## config.mk

```make
export PLATFORM = sky130hd
export DESIGN_NAME = tcp_header_option_parser
export DESIGN_NICKNAME = d
export VERILOG_FILES = /design/src/design/tcphp_pkg.sv /design/src/design/tcphp_parse.sv /design/src/design/tcphp_out.sv /design/src/design/tcp_header_option_parser.sv
export SDC_FILE = /design/constraint.sdc
export NUM_CORES = 1
export LEC_CHECK = 0
export BUFFER_PORTS_ARGS = -buffer_cell sky130_fd_sc_hd__buf_4
export CAP_MARGIN = 40
export CELL_PAD_IN_SITES_DETAIL_PLACEMENT = 1
export CELL_PAD_IN_SITES_GLOBAL_PLACEMENT = 2
export CORE_ASPECT_RATIO = 0.8
export CORE_UTILIZATION = 45
export CTS_CLUSTER_DIAMETER = 200
export DETAILED_ROUTE_END_ITERATION = 10
export GPL_ROUTABILITY_DRIVEN = 0
export PLACE_DENSITY_LB_ADDON = 0.1
export SLEW_MARGIN = 20
export SYNTH_ARGS = -nofsm -noshare
export SYNTH_HDL_FRONTEND = slang
export SYNTH_HIERARCHICAL = 1
export SYNTH_SLANG_ARGS = --single-unit
```

## constraint.sdc

```tcl
create_clock -name clk -period 9.8 [get_ports clk]
set_input_delay 1.96 -clock clk [delete_from_list [all_inputs] [get_ports clk]]
set_output_delay 1.96 -clock clk [all_outputs]
set_load 0.01 [all_outputs]
```

## src/design/tcphp_pkg.sv

```systemverilog
// ----------------------------------------------------------------------------
// TCP header parser package
// Word types, record codes and header constants shared by the parser files.
// ----------------------------------------------------------------------------
package tcphp_pkg;

    // Header layout.
    localparam int FIXED_LEN   = 20;
    localparam int MIN_OFFSET  = 5;
    localparam int IDX_MAX     = 63;
    localparam logic [3:0] NIBBLE_MASK = 4'hf;

    // Record codes carried in record_type.
    localparam logic [2:0] RT_FIXED = 3'd0;
    localparam logic [2:0] RT_KIND  = 3'd1;
    localparam logic [2:0] RT_LEN   = 3'd2;
    localparam logic [2:0] RT_DATA  = 3'd3;
    localparam logic [2:0] RT_END   = 3'd4;
    localparam logic [2:0] RT_SHORT = 3'd5;
    localparam logic [2:0] RT_BAD   = 3'd6;

    // Option kinds with special meaning.
    localparam logic [7:0] KIND_EOL = 8'd0;
    localparam logic [7:0] KIND_NOP = 8'd1;

    typedef struct packed {
        logic [7:0] header_byte;
        logic       last_byte;
    } in_word_t;

    typedef struct packed {
        logic [2:0]  record_type;
        logic        header_end;
        logic [15:0] src_port;
        logic [15:0] dst_port;
        logic [31:0] seq_num;
        logic [31:0] ack_number;
        logic [3:0]  offset_words;
        logic [7:0]  flag_bits;
        logic [15:0] win_size;
        logic [15:0] header_checksum;
        logic [15:0] urg_ptr;
        logic [7:0]  option_value;
    } out_word_t;

endpackage

```

## src/design/tcphp_parse.sv

```systemverilog
// ----------------------------------------------------------------------------
// TCP header parser byte stage
// Input register, parse state and the per-byte decode of one header byte.
// ----------------------------------------------------------------------------
module tcphp_parse (
    input  logic                 clk,
    input  logic                 rst_n,
    input  logic                 byte_valid,
    output logic                 byte_stall,
    input  tcphp_pkg::in_word_t  byte_word,
    input  logic                 rec_ready,
    output logic                 rec_load,
    output tcphp_pkg::out_word_t rec_word
);

    typedef enum logic [2:0] {
        PH_FIXED,
        PH_KIND,
        PH_LEN,
        PH_DATA,
        PH_DONE
    } phase_t;

    logic                in_valid_reg;
    tcphp_pkg::in_word_t in_word_reg;
    logic [5:0]          byte_index_reg, byte_index_next;
    logic [5:0]          header_length_reg, header_length_next;
    logic [5:0]          option_left_reg, option_left_next;
    phase_t              phase_reg, phase_next;
    logic [7:0]          fixed_bytes_reg [tcphp_pkg::FIXED_LEN-1];

    logic       advance;
    logic       emit;
    logic       fb_we;
    logic [7:0] b;
    logic       last;
    logic [6:0] nxt;
    logic [6:0] hl;
    logic [3:0] doff;
    logic [5:0] left_dec;
    phase_t     after_opt;

    // The held byte moves on once the result register can take its record.
    assign advance    = in_valid_reg && rec_ready;
    assign byte_stall = in_valid_reg && !rec_ready;
    assign rec_load   = advance && emit;

    assign b         = in_word_reg.header_byte;
    assign last      = in_word_reg.last_byte;
    assign nxt       = {1'b0, byte_index_reg} + 7'd1;
    assign hl        = {1'b0, header_length_reg};
    assign doff      = (fixed_bytes_reg[12][7:4]) & tcphp_pkg::NIBBLE_MASK;
    assign after_opt = (nxt < hl) ? PH_KIND : PH_DONE;
    assign left_dec  = (option_left_reg != 6'd0) ? option_left_reg - 6'd1 : 6'd0;

    always_comb
    begin
        emit               = 1'b0;
        fb_we              = 1'b0;
        rec_word           = '0;
        phase_next         = phase_reg;
        header_length_next = header_length_reg;
        option_left_next   = option_left_reg;

        unique case (phase_reg) inside
            PH_FIXED:
            begin
                if (byte_index_reg < 6'(tcphp_pkg::FIXED_LEN - 1))
                begin
                    fb_we = 1'b1;
                    if (last)
                    begin
                        emit                 = 1'b1;
                        rec_word.record_type = tcphp_pkg::RT_SHORT;
                    end
                end
                else
                begin
                    emit                     = 1'b1;
                    rec_word.record_type     = tcphp_pkg::RT_FIXED;
                    rec_word.src_port        = {fixed_bytes_reg[0], fixed_bytes_reg[1]};
                    rec_word.dst_port        = {fixed_bytes_reg[2], fixed_bytes_reg[3]};
                    rec_word.seq_num         = {fixed_bytes_reg[4], fixed_bytes_reg[5],
                                                fixed_bytes_reg[6], fixed_bytes_reg[7]};
                    rec_word.ack_number      = {fixed_bytes_reg[8], fixed_bytes_reg[9],
                                                fixed_bytes_reg[10], fixed_bytes_reg[11]};
                    rec_word.offset_words    = doff;
                    rec_word.flag_bits       = fixed_bytes_reg[13];
                    rec_word.win_size        = {fixed_bytes_reg[14], fixed_bytes_reg[15]};
                    rec_word.header_checksum = {fixed_bytes_reg[16], fixed_bytes_reg[17]};
                    rec_word.urg_ptr         = {fixed_bytes_reg[18], b};
                    header_length_next       = {doff, 2'b00};
                    phase_next = (doff > 4'(tcphp_pkg::MIN_OFFSET)) ? PH_KIND : PH_DONE;
                end
            end
            PH_KIND, PH_LEN, PH_DATA:
            begin
                if (phase_reg == PH_KIND && b == tcphp_pkg::KIND_EOL)
                begin
                    phase_next = PH_DONE;
                    if (last)
                    begin
                        emit                 = 1'b1;
                        rec_word.record_type = tcphp_pkg::RT_END;
                    end
                end
                else if (last && nxt < hl)
                begin
                    // Header closed before the announced option area was supplied.
                    emit                  = 1'b1;
                    rec_word.record_type  = tcphp_pkg::RT_BAD;
                    rec_word.option_value = b;
                    phase_next            = PH_DONE;
                end
                else if (phase_reg == PH_KIND)
                begin
                    emit                  = 1'b1;
                    rec_word.option_value = b;
                    if (b == tcphp_pkg::KIND_NOP)
                    begin
                        rec_word.record_type = tcphp_pkg::RT_KIND;
                        phase_next           = after_opt;
                    end
                    else if (nxt >= hl)
                    begin
                        rec_word.record_type = tcphp_pkg::RT_BAD;
                        phase_next           = PH_DONE;
                    end
                    else
                    begin
                        rec_word.record_type = tcphp_pkg::RT_KIND;
                        phase_next           = PH_LEN;
                    end
                end
                else if (phase_reg == PH_LEN)
                begin
                    emit                  = 1'b1;
                    rec_word.option_value = b;
                    if (b < 8'd2 || nxt > hl
                        || (b - 8'd2) > {1'b0, hl - nxt})
                    begin
                        rec_word.record_type = tcphp_pkg::RT_BAD;
                        phase_next           = PH_DONE;
                    end
                    else
                    begin
                        rec_word.record_type = tcphp_pkg::RT_LEN;
                        option_left_next     = 6'(b - 8'd2);
                        if (b == 8'd2)
                            phase_next = after_opt;
                        else
                            phase_next = PH_DATA;
                    end
                end
                else
                begin
                    emit                  = 1'b1;
                    rec_word.option_value = b;
                    rec_word.record_type  = tcphp_pkg::RT_DATA;
                    option_left_next      = left_dec;
                    if (left_dec == 6'd0)
                        phase_next = after_opt;
                end
            end
            PH_DONE:
            begin
                if (last)
                begin
                    emit                 = 1'b1;
                    rec_word.record_type = tcphp_pkg::RT_END;
                end
            end
            default:
            begin
                phase_next = PH_FIXED;
            end
        endcase

        rec_word.header_end = last;

        if (last)
        begin
            byte_index_next    = 6'd0;
            header_length_next = 6'd0;
            option_left_next   = 6'd0;
            phase_next         = PH_FIXED;
        end
        else if (byte_index_reg < 6'(tcphp_pkg::IDX_MAX))
        begin
            byte_index_next = nxt[5:0];
        end
        else
        begin
            byte_index_next = 6'(tcphp_pkg::IDX_MAX);
        end
    end

    always_ff @(posedge clk or negedge rst_n)
    begin
        if (!rst_n)
        begin
            in_valid_reg      <= 1'b0;
            byte_index_reg    <= 6'd0;
            header_length_reg <= 6'd0;
            option_left_reg   <= 6'd0;
            phase_reg         <= PH_FIXED;
        end
        else
        begin
            if (!byte_stall)
            begin
                in_valid_reg <= byte_valid;
                if (byte_valid)
                    in_word_reg <= byte_word;
            end
            if (advance)
            begin
                byte_index_reg    <= byte_index_next;
                header_length_reg <= header_length_next;
                option_left_reg   <= option_left_next;
                phase_reg         <= phase_next;
                if (fb_we)
                    fixed_bytes_reg[byte_index_reg[4:0]] <= b;
            end
        end
    end

endmodule

```

## src/design/tcphp_out.sv

```systemverilog
// ----------------------------------------------------------------------------
// TCP header parser result register
// Holds one record word until the receiver takes it.
// ----------------------------------------------------------------------------
module tcphp_out (
    input  logic                 clk,
    input  logic                 rst_n,
    input  logic                 rec_load,
    input  tcphp_pkg::out_word_t rec_in,
    output logic                 rec_ready,
    output logic                 rec_valid,
    input  logic                 rec_stall,
    output tcphp_pkg::out_word_t rec_word
);

    logic                 valid_reg;
    tcphp_pkg::out_word_t word_reg;

    // The register is free when empty or when its word leaves this cycle.
    assign rec_ready = !valid_reg || !rec_stall;
    assign rec_valid = valid_reg;
    assign rec_word  = word_reg;

    always_ff @(posedge clk or negedge rst_n)
    begin
        if (!rst_n)
        begin
            valid_reg <= 1'b0;
        end
        else if (rec_ready)
        begin
            valid_reg <= rec_load;
            if (rec_load)
                word_reg <= rec_in;
        end
    end

endmodule

```

## src/design/tcp_header_option_parser.sv

```systemverilog
// ----------------------------------------------------------------------------
// TCP header and option parser
// Turns a byte stream of TCP headers into fixed-header and option records.
// ----------------------------------------------------------------------------
// Usage:
// The byte channel (byte_valid, byte_stall, byte_word) carries one header
// byte per word, with last_byte set on the final byte of each header. The
// record channel (rec_valid, rec_stall, rec_word) returns zero or one record
// word per byte: the fixed-header record on byte 19, then kind, length and
// data records for the options, malformed records for bad or cut-off options,
// and end or short records as the header closes.
// A byte is captured in an input register, decoded by one pass of logic
// and its record is written to the result register once that register is
// free, and the receiver takes it from there. One byte is taken every cycle
// while the record channel keeps up; the input register lets one more byte in
// while a finished record waits to be taken.
// When the receiver stalls, the result register holds its word and the byte
// channel stalls once the input register is also full.
// Reset empties both registers and returns the parser to the start of a
// header; the stored fixed-header bytes are not cleared.
// ----------------------------------------------------------------------------
module tcp_header_option_parser (
    input  logic                 clk,
    input  logic                 rst_n,
    input  logic                 byte_valid,
    output logic                 byte_stall,
    input  tcphp_pkg::in_word_t  byte_word,
    output logic                 rec_valid,
    input  logic                 rec_stall,
    output tcphp_pkg::out_word_t rec_word
);

    logic                 rec_ready;
    logic                 rec_load;
    tcphp_pkg::out_word_t rec_next;

    // Byte stage: input register, header state and the decode of one byte.
    tcphp_parse u_parse (
        .clk        (clk),
        .rst_n      (rst_n),
        .byte_valid (byte_valid),
        .byte_stall (byte_stall),
        .byte_word  (byte_word),
        .rec_ready  (rec_ready),
        .rec_load   (rec_load),
        .rec_word   (rec_next)
    );

    // Result register toward the receiver.
    tcphp_out u_out (
        .clk       (clk),
        .rst_n     (rst_n),
        .rec_load  (rec_load),
        .rec_in    (rec_next),
        .rec_ready (rec_ready),
        .rec_valid (rec_valid),
        .rec_stall (rec_stall),
        .rec_word  (rec_word)
    );

endmodule

```

==> impl_metrics.json <==
{
  "syn_area_um2": 13300,
  "largest_register_ffs": 168,
  "io_buffers": 182,
  "ctsResizeCount": 0,
  "critical_path_depth": 5,
  "htreeDepth": 2,
  "report.final.slew_viol_count": 0,
  "crit_type": "input port to primary output",
  "use_met2_pct": 32.6,
  "syn_area_per_cell_um2": 16.3,
  "ys.flop_type": "edfxtp_1",
  "clkSinkCount": 346,
  "finalCriticalPeriod_ps": 4450,
  "slowest_stage": "nand2b_1",
  "grt_usage_pct": 20.8,
  "syn_nets": 847,
  "regToRegStartpoint": "u_parse/byte_index_reg[0]",
  "initial_core_util_pct": 46.5,
  "vias_per_cell": 5.21,
  "drtAntennaViolNets": 0,
  "layout_commonest_cell": "edfxtp_1",
  "cts_tree": "yes",
  "worst_slack_ps": 5350,
  "seqCellArea_um2": 10300,
  "die_h_um": 156,
  "tns_ps": 0,
  "grt_max_degree": 79,
  "maxCapViolations": 0,
  "hp-class": "register to register",
  "r2r_end": "u_parse/option_left_reg[5]",
  "fp.dieArea_um2": 30300,
  "setup_viol": 0,
  "rsz0062_at_grt": "no",
  "holdPathStages": 1,
  "drt-total-wl_um": 31200,
  "slew_headroom_pct": 45.5,
  "syn-instance-count": 816,
  "cts-root-buf": "clkbuf_16",
  "cp_max_fo": 5,
  "syn_to_final_growth_pct": 21.5,
  "peakVddDrop_mv": 0.116,
  "synth.distinct_cells": 65,
  "grt_pass1_wl_um": 46700,
  "place_inst": 1347,
  "preCtsSetupSlack_ps": 5270,
  "seq_area_frac_synth_pct": 77.1,
  "synth_top_area_cell": "edfxtp_1",
  "critical_path_buf_inv_count": 3,
  "io_pins": 183,
  "holdWs_ps": 518,
  "synth_edf_count": 325,
  "ys_ff_latch": 346,
  "critical-path-top-delay-family": "buffers and inverters",
  "avgRoutedWirePerCell_um": 22.1,
  "crit_chain": "buf_4, nand2_2, nand2b_1, inv_1, buf_4",
  "vias": 7338,
  "use_met1_pct": 30.4,
  "drtIter0Drc": 612,
  "n_fill_cell": 2700,
  "first_global_vias": 7411,
  "die_w_um": 194,
  "post_cts_buffers": 0,
  "rr_worst_depth": 14,
  "fin_crit_sh_pct": 45.4,
  "postCtsHoldBufs": 0,
  "ys_async_sr_fraction_pct": 6.07,
  "multi_input_area_um2": 2760,
  "synth_top_area_share_pct": 73.2,
  "power.density_nw_per_um2": 218,
  "drc": 0,
  "cp_common_cell": "buf_4",
  "timing.fmax_mhz": 225,
  "num_rows": 55,
  "reg2reg_slack_ps": 5490,
  "grt.met3_usage_pct": 3.74,
  "hp-start": "u_parse/fixed_bytes_reg[1][3]",
  "cp.required_ps": 7840,
  "worstPathArrival_ps": 2490,
  "cts_buffer_depth": 3,
  "ys_warn_count": 6,
  "status": "finished clean",
  "hold_viol": 0,
  "clk_pin_slew_worst_paths_ps": 60,
  "worstHoldEndpoint": "u_out/rec_word[151]",
  "nNetsFinal": 1046,
  "finClkSkew_ps": 17.6,
  "antenna_found_initial": 0,
  "firstDrtPassIters": 4,
  "busiest_layer": "met2",
  "crit_path_end_kind": "primary output",
  "grt_overflow_total": 0,
  "start_kind": "input port",
  "leakagePower_nw": 6.03,
  "drive_above_1_share_pct": 26.2,
  "core_um2": 28700,
  "clk_latency_ps": 530,
  "ys_top_cells_by_area": "edfxtp_1, and2_1, dfrtp_1",
  "layout_common_cells": "edfxtp_1, buf_4, and2_1",
  "tightest_slew_ps": 810,
  "instances_no_fill": 1409,
  "slowest_delay_ps": 150,
  "dp_hpwl_um": 19500,
  "cts_made_buffers": 35
}
==> routing by layer <==
| metal | routed length, um | vias to the layer above |
|---|---|---|
| met2 | 14300 | 199 |
| met1 | 14900 | 3713 |
| met3 | 1500 | 40 |
| met5 | 0 | - |
| met4 | 428 | 0 |
| li1 | - | 3386 |
==> worst reg2reg max path: stages (launching register included) <==
cell and delay (ps):
dfrtp_1 530, ha_1 480, and3_4 290, xnor2_1 160
ha_1 300, o21ai_0 290, a31oi_4 70, or2_2 320
ha_1 310, and3_1 200, a221oi_1 290, a21oi_1 210
o31ai_4 320, nand2_4 120, mux2_4 310
==> through the flow <==
stage	power, mW	utilization, %	area (um^2)
after floorplan	2.08	-	13300
after global placement	2.22	52.3	15000
after detailed placement	2.22	52.5	15100
after CTS	3.56	56.5	16200
after global routing	3.66	56.5	16200
final	3.53	56.5	16200
==> final cells by class <==
type / count / share of cell area [%]
repair buffers: 197 / 9.37
clock inverters: 16 / 1.06
clock buffers: 44 / 5.93
flip-flops and latches: 346 / 63.4
multi-input cells: 421 / 17.0
inverters: 14 / 0.324
diodes: 1 / 0.0154
well taps: 370 / 2.86
==> report_power, final <==
group | switching (mW) | total, mW | internal (mW)
Combinational | 0.290 | 0.492 | 0.202
Sequential | 0.0377 | 1.71 | 1.67
Clock | 0.552 | 1.33 | 0.779
Total | 0.880 | 3.53 | 2.65
==> worst max path at each step <==
stage	from	slack, ps	end
after global placement	rec_stall	4930	u_out/rec_word[43]
after detailed placement	rec_stall	5270	u_out/rec_word[26]
after CTS	rec_stall	5350	byte_stall
after global routing	u_parse/byte_index_reg[0]	5180	u_parse/option_left_reg[3]
final	rec_stall	5350	byte_stall
after floorplan	rec_stall	2890	u_out/rec_word[0]
==> cells in the mapped netlist, drive strengths merged, types with 5 or more instances <==
master and number:
edfxtp 325, clkbuf 15, nand2 26, nand3 14, buf 20, nand4 5, o31ai 6, mux2 6
a21oi 19, nand2b 8, ha 18, and2 159, xnor2 6, nor2b 5, inv 14, o21ai 20
xor2 7, nor2 48, nor3 10, a31oi 5, a22oi 5, dfrtp 21, and3 8
==> cells by family (layout without fill, tap and decap cells) <==
family,after synthesis,after routing,share of synthesized area [%]
xor gates and xnor gates,13,13,0.854
AOI/OAI and AO/OA,88,88,4.67
other,0,1,0
and+or+nand+nor,294,294,12.6
adders and majority gates,18,18,1.69
buffers and inverters,49,271,2.33
DFF,346,346,77.1
muxes,8,8,0.797
(Power assumes the default switching activity.)
